## config.mk

```make
export PLATFORM = sky130hd
export DESIGN_NAME = pwm_to_velocity_interpolator_unit
export DESIGN_NICKNAME = d
export VERILOG_FILES = /design/src/rtl/pvi_pkg.sv /design/src/rtl/pvi_front.sv /design/src/rtl/pvi_queue.sv /design/src/rtl/pvi_back.sv /design/src/rtl/pwm_to_velocity_interpolator_unit.sv
export SDC_FILE = /design/constraint.sdc
export NUM_CORES = 2
export LEC_CHECK = 0
export ABC_AREA = 1
export BUFFER_PORTS_ARGS = -buffer_cell sky130_fd_sc_hd__buf_2
export CELL_PAD_IN_SITES_DETAIL_PLACEMENT = 0
export CELL_PAD_IN_SITES_GLOBAL_PLACEMENT = 2
export CORE_UTILIZATION = 45
export DETAILED_ROUTE_END_ITERATION = 7
export HOLD_SLACK_MARGIN = 0.08
export PLACE_DENSITY_LB_ADDON = 0.1
export SLEW_MARGIN = 25
export SYNTH_ARGS = -nofsm -noshare
export SYNTH_HDL_FRONTEND = slang
export SYNTH_SLANG_ARGS = --single-unit
```

## constraint.sdc

```tcl
create_clock -name clk -period 12.8 [get_ports clk]
set_input_delay 0.64 -clock clk [delete_from_list [all_inputs] [get_ports clk]]
set_output_delay 0.64 -clock clk [all_outputs]
set_load 0.05 [all_outputs]
```

## src/rtl/pvi_pkg.sv

```systemverilog
// Shared types and constants for the pulse-width to velocity interpolator.
`default_nettype none

package pvi_pkg;

    localparam int NUM_POINTS_DEFAULT = 5;
    localparam int NUM_REGS           = 5;
    localparam int PW_W               = 12;
    localparam int VEL_W              = 16;
    localparam int POINT_W            = 28;
    localparam int CFG_IDX_W          = 3;
    localparam int DY_W               = 17;
    localparam int PROD_W             = 30;
    localparam int MAG_W              = 28;
    localparam int QUO_W              = 17;
    localparam int QUEUE_DEPTH        = 2;

    localparam logic [POINT_W-1:0] POINT_RESET [NUM_REGS] = '{
        28'd226493816, 28'd1500, 28'd41944640, 28'd58721956, 28'd75499272
    };

    typedef enum logic [1:0] {
        ST_INSIDE = 2'd0,
        ST_BELOW  = 2'd1,
        ST_ABOVE  = 2'd2
    } range_t;

    typedef struct packed {
        logic signed [VEL_W-1:0] base;
        logic signed [DY_W-1:0]  dy;
        logic [PW_W-1:0]         num;
        logic [PW_W-1:0]         dx;
        range_t                  status;
    } pvi_job_t;

endpackage

`default_nettype wire

```

## src/rtl/pvi_front.sv

```systemverilog
// Breakpoint registers and segment classification of incoming pulse widths.
`default_nettype none

module pvi_front #(
    parameter int NUM_POINTS = pvi_pkg::NUM_POINTS_DEFAULT
) (
    input  wire logic                          clk,
    input  wire logic                          rst_n,
    input  wire logic                          cfg_valid,
    input  wire logic [pvi_pkg::CFG_IDX_W-1:0] cfg_index,
    input  wire logic [pvi_pkg::POINT_W-1:0]   cfg_data,
    input  wire logic [pvi_pkg::PW_W-1:0]      pwm_width,
    output pvi_pkg::pvi_job_t                  job
);
    import pvi_pkg::*;

    logic [POINT_W-1:0]      point_reg [NUM_POINTS];
    logic [PW_W-1:0]         xs [NUM_POINTS];
    logic signed [VEL_W-1:0] ys [NUM_POINTS];
    logic [PW_W-1:0]         seg_x0;
    logic [PW_W-1:0]         seg_x1;
    logic signed [VEL_W-1:0] seg_y0;
    logic signed [VEL_W-1:0] seg_y1;

    for (genvar k = 0; k < NUM_POINTS; k++) begin : g_point
        if (k < NUM_REGS) begin : g_writable
            always_ff @(posedge clk or negedge rst_n)
            begin
                if (!rst_n)
                begin
                    point_reg[k] <= POINT_RESET[k];
                end
                else if (cfg_valid && cfg_index == CFG_IDX_W'(k))
                begin
                    point_reg[k] <= cfg_data;
                end
            end
        end
        else begin : g_fixed
            always_ff @(posedge clk or negedge rst_n)
            begin
                if (!rst_n)
                begin
                    point_reg[k] <= '0;
                end
                else
                begin
                    point_reg[k] <= '0;
                end
            end
        end
        assign xs[k] = point_reg[k][PW_W-1:0];
        assign ys[k] = $signed(point_reg[k][PW_W+VEL_W-1:PW_W]);
    end

    always_comb
    begin
        logic found;
        found  = 1'b0;
        seg_x0 = xs[0];
        seg_x1 = xs[0];
        seg_y0 = ys[0];
        seg_y1 = ys[0];
        for (int i = 0; i < NUM_POINTS - 1; i++)
        begin
            if (!found && xs[i] < pwm_width && pwm_width <= xs[i+1])
            begin
                found  = 1'b1;
                seg_x0 = xs[i];
                seg_x1 = xs[i+1];
                seg_y0 = ys[i];
                seg_y1 = ys[i+1];
            end
        end
    end

    always_comb
    begin
        priority if (pwm_width <= xs[0])
        begin
            job.base   = ys[0];
            job.dy     = '0;
            job.num    = '0;
            job.dx     = PW_W'(1);
            job.status = ST_BELOW;
        end
        else if (pwm_width >= xs[NUM_POINTS-1])
        begin
            job.base   = ys[NUM_POINTS-1];
            job.dy     = '0;
            job.num    = '0;
            job.dx     = PW_W'(1);
            job.status = ST_ABOVE;
        end
        else
        begin
            job.base   = seg_y0;
            job.dy     = DY_W'(seg_y1) - DY_W'(seg_y0);
            job.num    = pwm_width - seg_x0;
            job.dx     = seg_x1 - seg_x0;
            job.status = ST_INSIDE;
        end
    end

endmodule

`default_nettype wire

```

## src/rtl/pvi_queue.sv

```systemverilog
// Short queue of classified jobs between the front and the back.
`default_nettype none

module pvi_queue (
    input  wire logic          clk,
    input  wire logic          rst_n,
    input  wire logic          push,
    input  pvi_pkg::pvi_job_t  push_job,
    output logic               full,
    output logic               pop_valid,
    output pvi_pkg::pvi_job_t  pop_job
);
    import pvi_pkg::*;

    localparam int DEPTH = QUEUE_DEPTH;
    localparam int PTR_W = (DEPTH > 1) ? $clog2(DEPTH) : 1;
    localparam int CNT_W = $clog2(DEPTH + 1);

    pvi_job_t         mem_reg [DEPTH];
    logic [PTR_W-1:0] wr_ptr_reg;
    logic [PTR_W-1:0] wr_ptr_next;
    logic [PTR_W-1:0] rd_ptr_reg;
    logic [PTR_W-1:0] rd_ptr_next;
    logic [CNT_W-1:0] count_reg;
    logic [CNT_W-1:0] count_next;
    logic             pop;

    assign pop       = (count_reg != '0);
    assign pop_valid = pop;
    assign pop_job   = mem_reg[rd_ptr_reg];
    assign full      = (count_reg == CNT_W'(DEPTH));

    always_comb
    begin
        wr_ptr_next = wr_ptr_reg;
        rd_ptr_next = rd_ptr_reg;
        if (push)
        begin
            wr_ptr_next = (wr_ptr_reg == PTR_W'(DEPTH - 1)) ? '0 : wr_ptr_reg + 1'b1;
        end
        if (pop)
        begin
            rd_ptr_next = (rd_ptr_reg == PTR_W'(DEPTH - 1)) ? '0 : rd_ptr_reg + 1'b1;
        end
        unique case ({push, pop})
            2'b10:   count_next = count_reg + 1'b1;
            2'b01:   count_next = count_reg - 1'b1;
            default: count_next = count_reg;
        endcase
    end

    always_ff @(posedge clk or negedge rst_n)
    begin
        if (!rst_n)
        begin
            wr_ptr_reg <= '0;
            rd_ptr_reg <= '0;
            count_reg  <= '0;
        end
        else
        begin
            wr_ptr_reg <= wr_ptr_next;
            rd_ptr_reg <= rd_ptr_next;
            count_reg  <= count_next;
        end
    end

    always_ff @(posedge clk)
    begin
        if (push)
        begin
            mem_reg[wr_ptr_reg] <= push_job;
        end
    end

    a_count_bound: assert property (@(posedge clk) disable iff (!rst_n)
        count_reg <= CNT_W'(DEPTH))
        else $error("queue count exceeds depth");

    a_no_overflow: assert property (@(posedge clk) disable iff (!rst_n)
        !(push && full))
        else $error("push into a full queue");

    a_push_seen: assert property (@(posedge clk) disable iff (!rst_n)
        push && count_reg == '0 |=> pop_valid)
        else $error("pushed job not visible at the head");

endmodule

`default_nettype wire

```

## src/rtl/pvi_back.sv

```systemverilog
// Multiply, pipelined restoring divide and final offset of interpolation jobs.
`default_nettype none

module pvi_back (
    input  wire logic                           clk,
    input  wire logic                           rst_n,
    input  wire logic                           in_valid,
    input  pvi_pkg::pvi_job_t                   in_job,
    output logic                                done,
    output logic signed [pvi_pkg::VEL_W-1:0]    velocity,
    output logic [1:0]                          range_status
);
    import pvi_pkg::*;

    localparam int DIV_STEPS = MAG_W;
    localparam int LAT       = DIV_STEPS + 3;

    typedef struct packed {
        logic [PW_W-1:0]         rem;
        logic [MAG_W-1:0]        dvd;
        logic [MAG_W-1:0]        quo;
        logic [PW_W-1:0]         dx;
        logic signed [VEL_W-1:0] base;
        logic                    neg;
        range_t                  status;
    } pvi_div_t;

    function automatic pvi_div_t div_step(pvi_div_t s);
        logic [PW_W:0] trial;
        pvi_div_t      r;
        r     = s;
        trial = {s.rem, s.dvd[MAG_W-1]};
        r.dvd = {s.dvd[MAG_W-2:0], 1'b0};
        if (trial >= {1'b0, s.dx})
        begin
            r.rem = PW_W'(trial - {1'b0, s.dx});
            r.quo = {s.quo[MAG_W-2:0], 1'b1};
        end
        else
        begin
            r.rem = trial[PW_W-1:0];
            r.quo = {s.quo[MAG_W-2:0], 1'b0};
        end
        return r;
    endfunction

    logic                     mul_valid_reg;
    logic signed [PROD_W-1:0] mul_prod_reg;
    logic [PW_W-1:0]          mul_dx_reg;
    logic signed [VEL_W-1:0]  mul_base_reg;
    range_t                   mul_status_reg;
    logic signed [PROD_W-1:0] mag_full;
    pvi_div_t                 div_reg [DIV_STEPS+1];
    logic [DIV_STEPS:0]       div_valid_reg;
    logic signed [QUO_W:0]    quo_signed;
    logic signed [VEL_W+1:0]  vel_sum;
    logic                     done_reg;
    logic signed [VEL_W-1:0]  velocity_reg;
    range_t                   status_reg;

    always_ff @(posedge clk)
    begin
        mul_prod_reg   <= PROD_W'(in_job.dy) * PROD_W'($signed({1'b0, in_job.num}));
        mul_dx_reg     <= in_job.dx;
        mul_base_reg   <= in_job.base;
        mul_status_reg <= in_job.status;
    end

    assign mag_full = mul_prod_reg[PROD_W-1] ? -mul_prod_reg : mul_prod_reg;

    always_ff @(posedge clk)
    begin
        div_reg[0].rem    <= '0;
        div_reg[0].dvd    <= mag_full[MAG_W-1:0];
        div_reg[0].quo    <= '0;
        div_reg[0].dx     <= mul_dx_reg;
        div_reg[0].base   <= mul_base_reg;
        div_reg[0].neg    <= mul_prod_reg[PROD_W-1];
        div_reg[0].status <= mul_status_reg;
    end

    for (genvar k = 0; k < DIV_STEPS; k++) begin : g_div
        always_ff @(posedge clk)
        begin
            div_reg[k+1] <= div_step(div_reg[k]);
        end
    end

    assign quo_signed = div_reg[DIV_STEPS].neg
                      ? -$signed({1'b0, div_reg[DIV_STEPS].quo[QUO_W-1:0]})
                      :  $signed({1'b0, div_reg[DIV_STEPS].quo[QUO_W-1:0]});
    assign vel_sum    = (VEL_W+2)'(div_reg[DIV_STEPS].base) + (VEL_W+2)'(quo_signed);

    always_ff @(posedge clk or negedge rst_n)
    begin
        if (!rst_n)
        begin
            mul_valid_reg <= 1'b0;
            div_valid_reg <= '0;
            done_reg      <= 1'b0;
        end
        else
        begin
            mul_valid_reg <= in_valid;
            div_valid_reg <= {div_valid_reg[DIV_STEPS-1:0], mul_valid_reg};
            done_reg      <= div_valid_reg[DIV_STEPS];
        end
    end

    always_ff @(posedge clk)
    begin
        velocity_reg <= vel_sum[VEL_W-1:0];
        status_reg   <= div_reg[DIV_STEPS].status;
    end

    assign done         = done_reg;
    assign velocity     = velocity_reg;
    assign range_status = status_reg;

    a_latency: assert property (@(posedge clk) disable iff (!rst_n)
        done_reg |-> $past(in_valid, LAT))
        else $error("result without a job entering the pipeline");

    a_divisor: assert property (@(posedge clk) disable iff (!rst_n)
        in_valid |-> in_job.dx != '0)
        else $error("job with a zero width difference");

    a_clamp_zero: assert property (@(posedge clk) disable iff (!rst_n)
        div_valid_reg[DIV_STEPS] && div_reg[DIV_STEPS].status != ST_INSIDE
        |-> div_reg[DIV_STEPS].quo == '0)
        else $error("clamped job with a nonzero quotient");

endmodule

`default_nettype wire

```

## src/rtl/pwm_to_velocity_interpolator_unit.sv

```systemverilog
// Top level of the pulse-width to velocity interpolator.
//
// Channel     Direction  Handshake                 Payload
// command     in         start, busy               pwm_width
// result      out        done (one-cycle strobe)   velocity, range_status
// config      in         cfg_valid, cfg_ready      cfg_index, cfg_data
//
// One command is taken every cycle while busy is low; the back end is a
// fully pipelined 28-stage restoring divider after a single multiplier stage.
// A result passes in order through the queue register, one multiply stage,
// one magnitude stage, 28 divide stages and the output register.
// Reset clears the breakpoints to their defaults and empties the pipeline.
// The result side cannot stall; busy rises only if the queue fills.
`default_nettype none

module pwm_to_velocity_interpolator_unit #(
    parameter int NUM_POINTS = pvi_pkg::NUM_POINTS_DEFAULT
) (
    input  wire logic                          clk,
    input  wire logic                          rst_n,
    input  wire logic                          start,
    output logic                               busy,
    input  wire logic [pvi_pkg::PW_W-1:0]      pwm_width,
    output logic                               done,
    output logic signed [pvi_pkg::VEL_W-1:0]   velocity,
    output logic [1:0]                         range_status,
    input  wire logic                          cfg_valid,
    output logic                               cfg_ready,
    input  wire logic [pvi_pkg::CFG_IDX_W-1:0] cfg_index,
    input  wire logic [pvi_pkg::POINT_W-1:0]   cfg_data
);
    import pvi_pkg::*;

    pvi_job_t front_job;
    pvi_job_t back_job;
    logic     queue_full;
    logic     back_valid;
    logic     push;

    assign cfg_ready = 1'b1;
    assign busy      = queue_full;
    assign push      = start && !queue_full;

    pvi_front #(
        .NUM_POINTS (NUM_POINTS)
    ) u_front (
        .clk       (clk),
        .rst_n     (rst_n),
        .cfg_valid (cfg_valid),
        .cfg_index (cfg_index),
        .cfg_data  (cfg_data),
        .pwm_width (pwm_width),
        .job       (front_job)
    );

    pvi_queue u_queue (
        .clk       (clk),
        .rst_n     (rst_n),
        .push      (push),
        .push_job  (front_job),
        .full      (queue_full),
        .pop_valid (back_valid),
        .pop_job   (back_job)
    );

    pvi_back u_back (
        .clk          (clk),
        .rst_n        (rst_n),
        .in_valid     (back_valid),
        .in_job       (back_job),
        .done         (done),
        .velocity     (velocity),
        .range_status (range_status)
    );

endmodule

`default_nettype wire

```

==> results.py <==
metrics = {
    "outcome": {
        "status": "finished, final reports clean",
    },
    "finish": {
        "nets": 8423,
        "drive_gt1_share_pct": 7.81,
        "final_common_cell": "dfxtp_1",
        "largest_reg_flops": 1753,
        "final_cell_mix": "1830 x dfxtp_1, 969 x nand2_1, 931 x inv_1, 649 x a21oi_1, 635 x nor2_1",
        "fin_util_pct": 51.3,
        "area_growth_pct": 13.4,
    },
    "clock_network": {
        "cts_tree": "built",
        "clk_latency_ns": 0.85,
        "cts.htree.levels": 4,
        "cts_buffers": 208,
        "path_clk_slew_ns": 0.06,
        "cts_sinks": 2123,
        "post_cts_resized": 0,
        "cts_setup_buffers": 0,
        "cts_max_path_buffers": 3,
        "cts-root-buf": "clkbuf_16",
    },
    "floorplanning": {
        "fp.dieArea_um2": 174000,
        "placementRows": 152,
        "ios": 68,
        "initial_core_util_pct": 45.3,
        "die_x_um": 417,
        "die_y_um": 417,
        "fp.coreArea_um2": 172000,
    },
    "global_route": {
        "track_usage_pct": 18.9,
        "antenna_found_initial": 5,
        "grt_max_degree": 74,
        "grt_pass1_vias": 47300,
        "grt_overflow": 0,
        "grt_pass1_wl_um": 258000,
    },
    "timing": {
        "worst_clock_skew_ns": 0.0688,
        "setup_viol": 0,
        "worst_slew_pin_slew_ns": 1.02,
        "final_max_slew_viol_count": 0,
        "timing.fmax_mhz": 136,
        "hold_viol_final": 0,
        "maxSlewHeadroom_pct": 31.1,
        "period_share_pct": 57.4,
        "setup_tns_ns": 0,
        "grt_setup_unrepaired": "no",
        "period_needed_ns": 7.34,
    },
    "drt": {
        "totalWireLength_um": 162000,
        "vias": 47300,
        "drc": 0,
        "drtPass1Iterations": 6,
        "ant_nets": 0,
        "routed_via_density": 4.67,
        "wl_per_cell_um": 16.0,
        "drt_iter0_drc": 2552,
    },
    "logic_synthesis": {
        "synth_seq_area_share_pct": 57.4,
        "ys_types": 58,
        "synth.area.top_cells": "dfxtp_1 47%, ha_1 8.2%, fa_1 5.6%, nand2_1 4.7%, edfxtp_1 4.6%",
        "yosys.area.top_type_share_pct": 47.2,
        "synthArstFlopShare_pct": 8.24,
        "synth.cell_area_um2": 77600,
        "ys_seq_elements": 2123,
        "yosys_warnings": 0,
        "synth_flop_cell": "dfxtp_1",
        "yosys.area.top_type": "dfxtp_1",
        "synthCells": 7493,
        "syn_area_per_cell_um2": 10.4,
        "synth_edf_count": 118,
        "syn-num-nets": 8266,
    },
    "flow_run": {
        "maxCapViolCount": 0,
    },
    "place": {
        "io_buffer_count": 66,
        "gp_congestion": 0.849,
        "hpwl_um": 120000,
    },
    "setup_path": {
        "timing_worst_setup_path_type": "register to register",
        "crit_required_ns": 13.48,
        "critPathCaptureType": "register",
        "cp_slowest_cell": "dfrtp_2",
        "cp.arrival_ns": 8.03,
        "cp_common_cell": "nand2_1",
        "startpoint_type": "register",
        "cpPeakStageDelay_ns": 0.65,
        "path_max_fanout": 57,
    },
    "worst_hold_path": {
        "hold_path_class": "primary input to register",
    },
}
## final cells by class
type                       count  area, µm²
fill                       15600      83500
clock buffer                 277       5880
antenna                        2       5.00
timing repair buffer         102        612
clock inverter               111       1700
tap                         2310       2890
multi-input combinational   4271      28800
inverter                     944       3540
sequential                  2123      44600
## metal layers
metal / track usage, % / wire length, µm / vias up / part of all wire, %
met5: 0 / 0 / - / 0
met1: 24.9 / 75800 / 21900 / 47
met3: 3.19 / 6260 / 247 / 3.9
met4: 6.35 / 4680 / 0 / 2.9
li1: - / - / 24500 / -
met2: 31.3 / 75600 / 726 / 47
## cells in the mapped netlist (all sizes together), types with 20 or more instances
| master | instances |
|---|---|
| dfxtp | 1830 |
| nand2 | 987 |
| inv | 935 |
| a21oi | 650 |
| nor2 | 647 |
| ha | 508 |
| o21ai | 435 |
| fa | 218 |
| xnor2 | 199 |
| xor2 | 153 |
| dfrtp | 139 |
| nand3 | 128 |
| edfxtp | 118 |
| buf | 79 |
| clkbuf | 76 |
| nor3 | 39 |
| o22ai | 38 |
| a31oi | 36 |
| dfstp | 36 |
| nand4 | 33 |
| a211oi | 31 |
| or2 | 29 |
| o211ai | 27 |
| o21bai | 22 |
| a21o | 20 |
| o221ai | 20 |
## worst max-delay path: cells and delay by family (launching register included)
family          cells  cell delay [ns]
xor+xnor            1             0.11
simple gates       11             1.34
fa+ha+maj           6             2.82
flops               1             0.65
buf+inv             6             1.27
compound gates      5             1.00
## path summary, 6_finish.rpt
check | slack (ns) | startpoint | endpoint | cells after the start
worst max register to register | 5.46 | u_queue.rd_ptr_reg | u_back.mul_prod_reg[26] | 29
worst min register to register | 0.28 | u_back.div_reg[0][1463] | u_back.div_reg[0][1563] | 0
max in group asynchronous | 10.48 | rst_n | u_front.point_reg[125] | 4
worst min-delay path | 0.15 | cfg_data[21] | u_front.point_reg[21] | 3
worst max-delay path | 5.46 | u_queue.rd_ptr_reg | u_back.mul_prod_reg[26] | 29
min in group asynchronous | 0.40 | rst_n | u_back.div_valid_reg[18] | 2
## kinds of logic (layout without fill, tap and decap cells)
| group | Yosys count | after routing | share of synthesized area, % |
|---|---|---|---|
| AOI/OAI and AO/OA | 1299 | 1299 | 9.14 |
| muxes | 4 | 4 | 0.0532 |
| adders and majority gates | 726 | 726 | 13.8 |
| xor gates and xnor gates | 352 | 352 | 3.97 |
| DFF | 2123 | 2123 | 57.4 |
| other | 1 | 3 | 0.00483 |
| and+or+nand+nor | 1889 | 1889 | 10.0 |
| buffers and inverters | 1099 | 1434 | 5.53 |
## stage by stage
step	hold slack [ns]	setup slack, ns	cells	cell area [µm²]
2_1_floorplan	0.310	6.93	7493	77600
3_3_place_gp	0.310	5.53	9748	80400
3_5_place_dp	0.312	5.51	9748	80400
4_1_cts	0.0875	5.47	10100	88000
5_1_grt	0.134	4.98	10100	88000
6_report	0.146	5.46	10100	88000
## repair_timing
action,CTS,global route
hold buffers,2,0
endpoints found under the setup margin,0,0
endpoints found under the hold margin,46,0
Power is not shown: default switching activity piles up to over one toggle a cycle in this logic, so the estimate is an artifact.
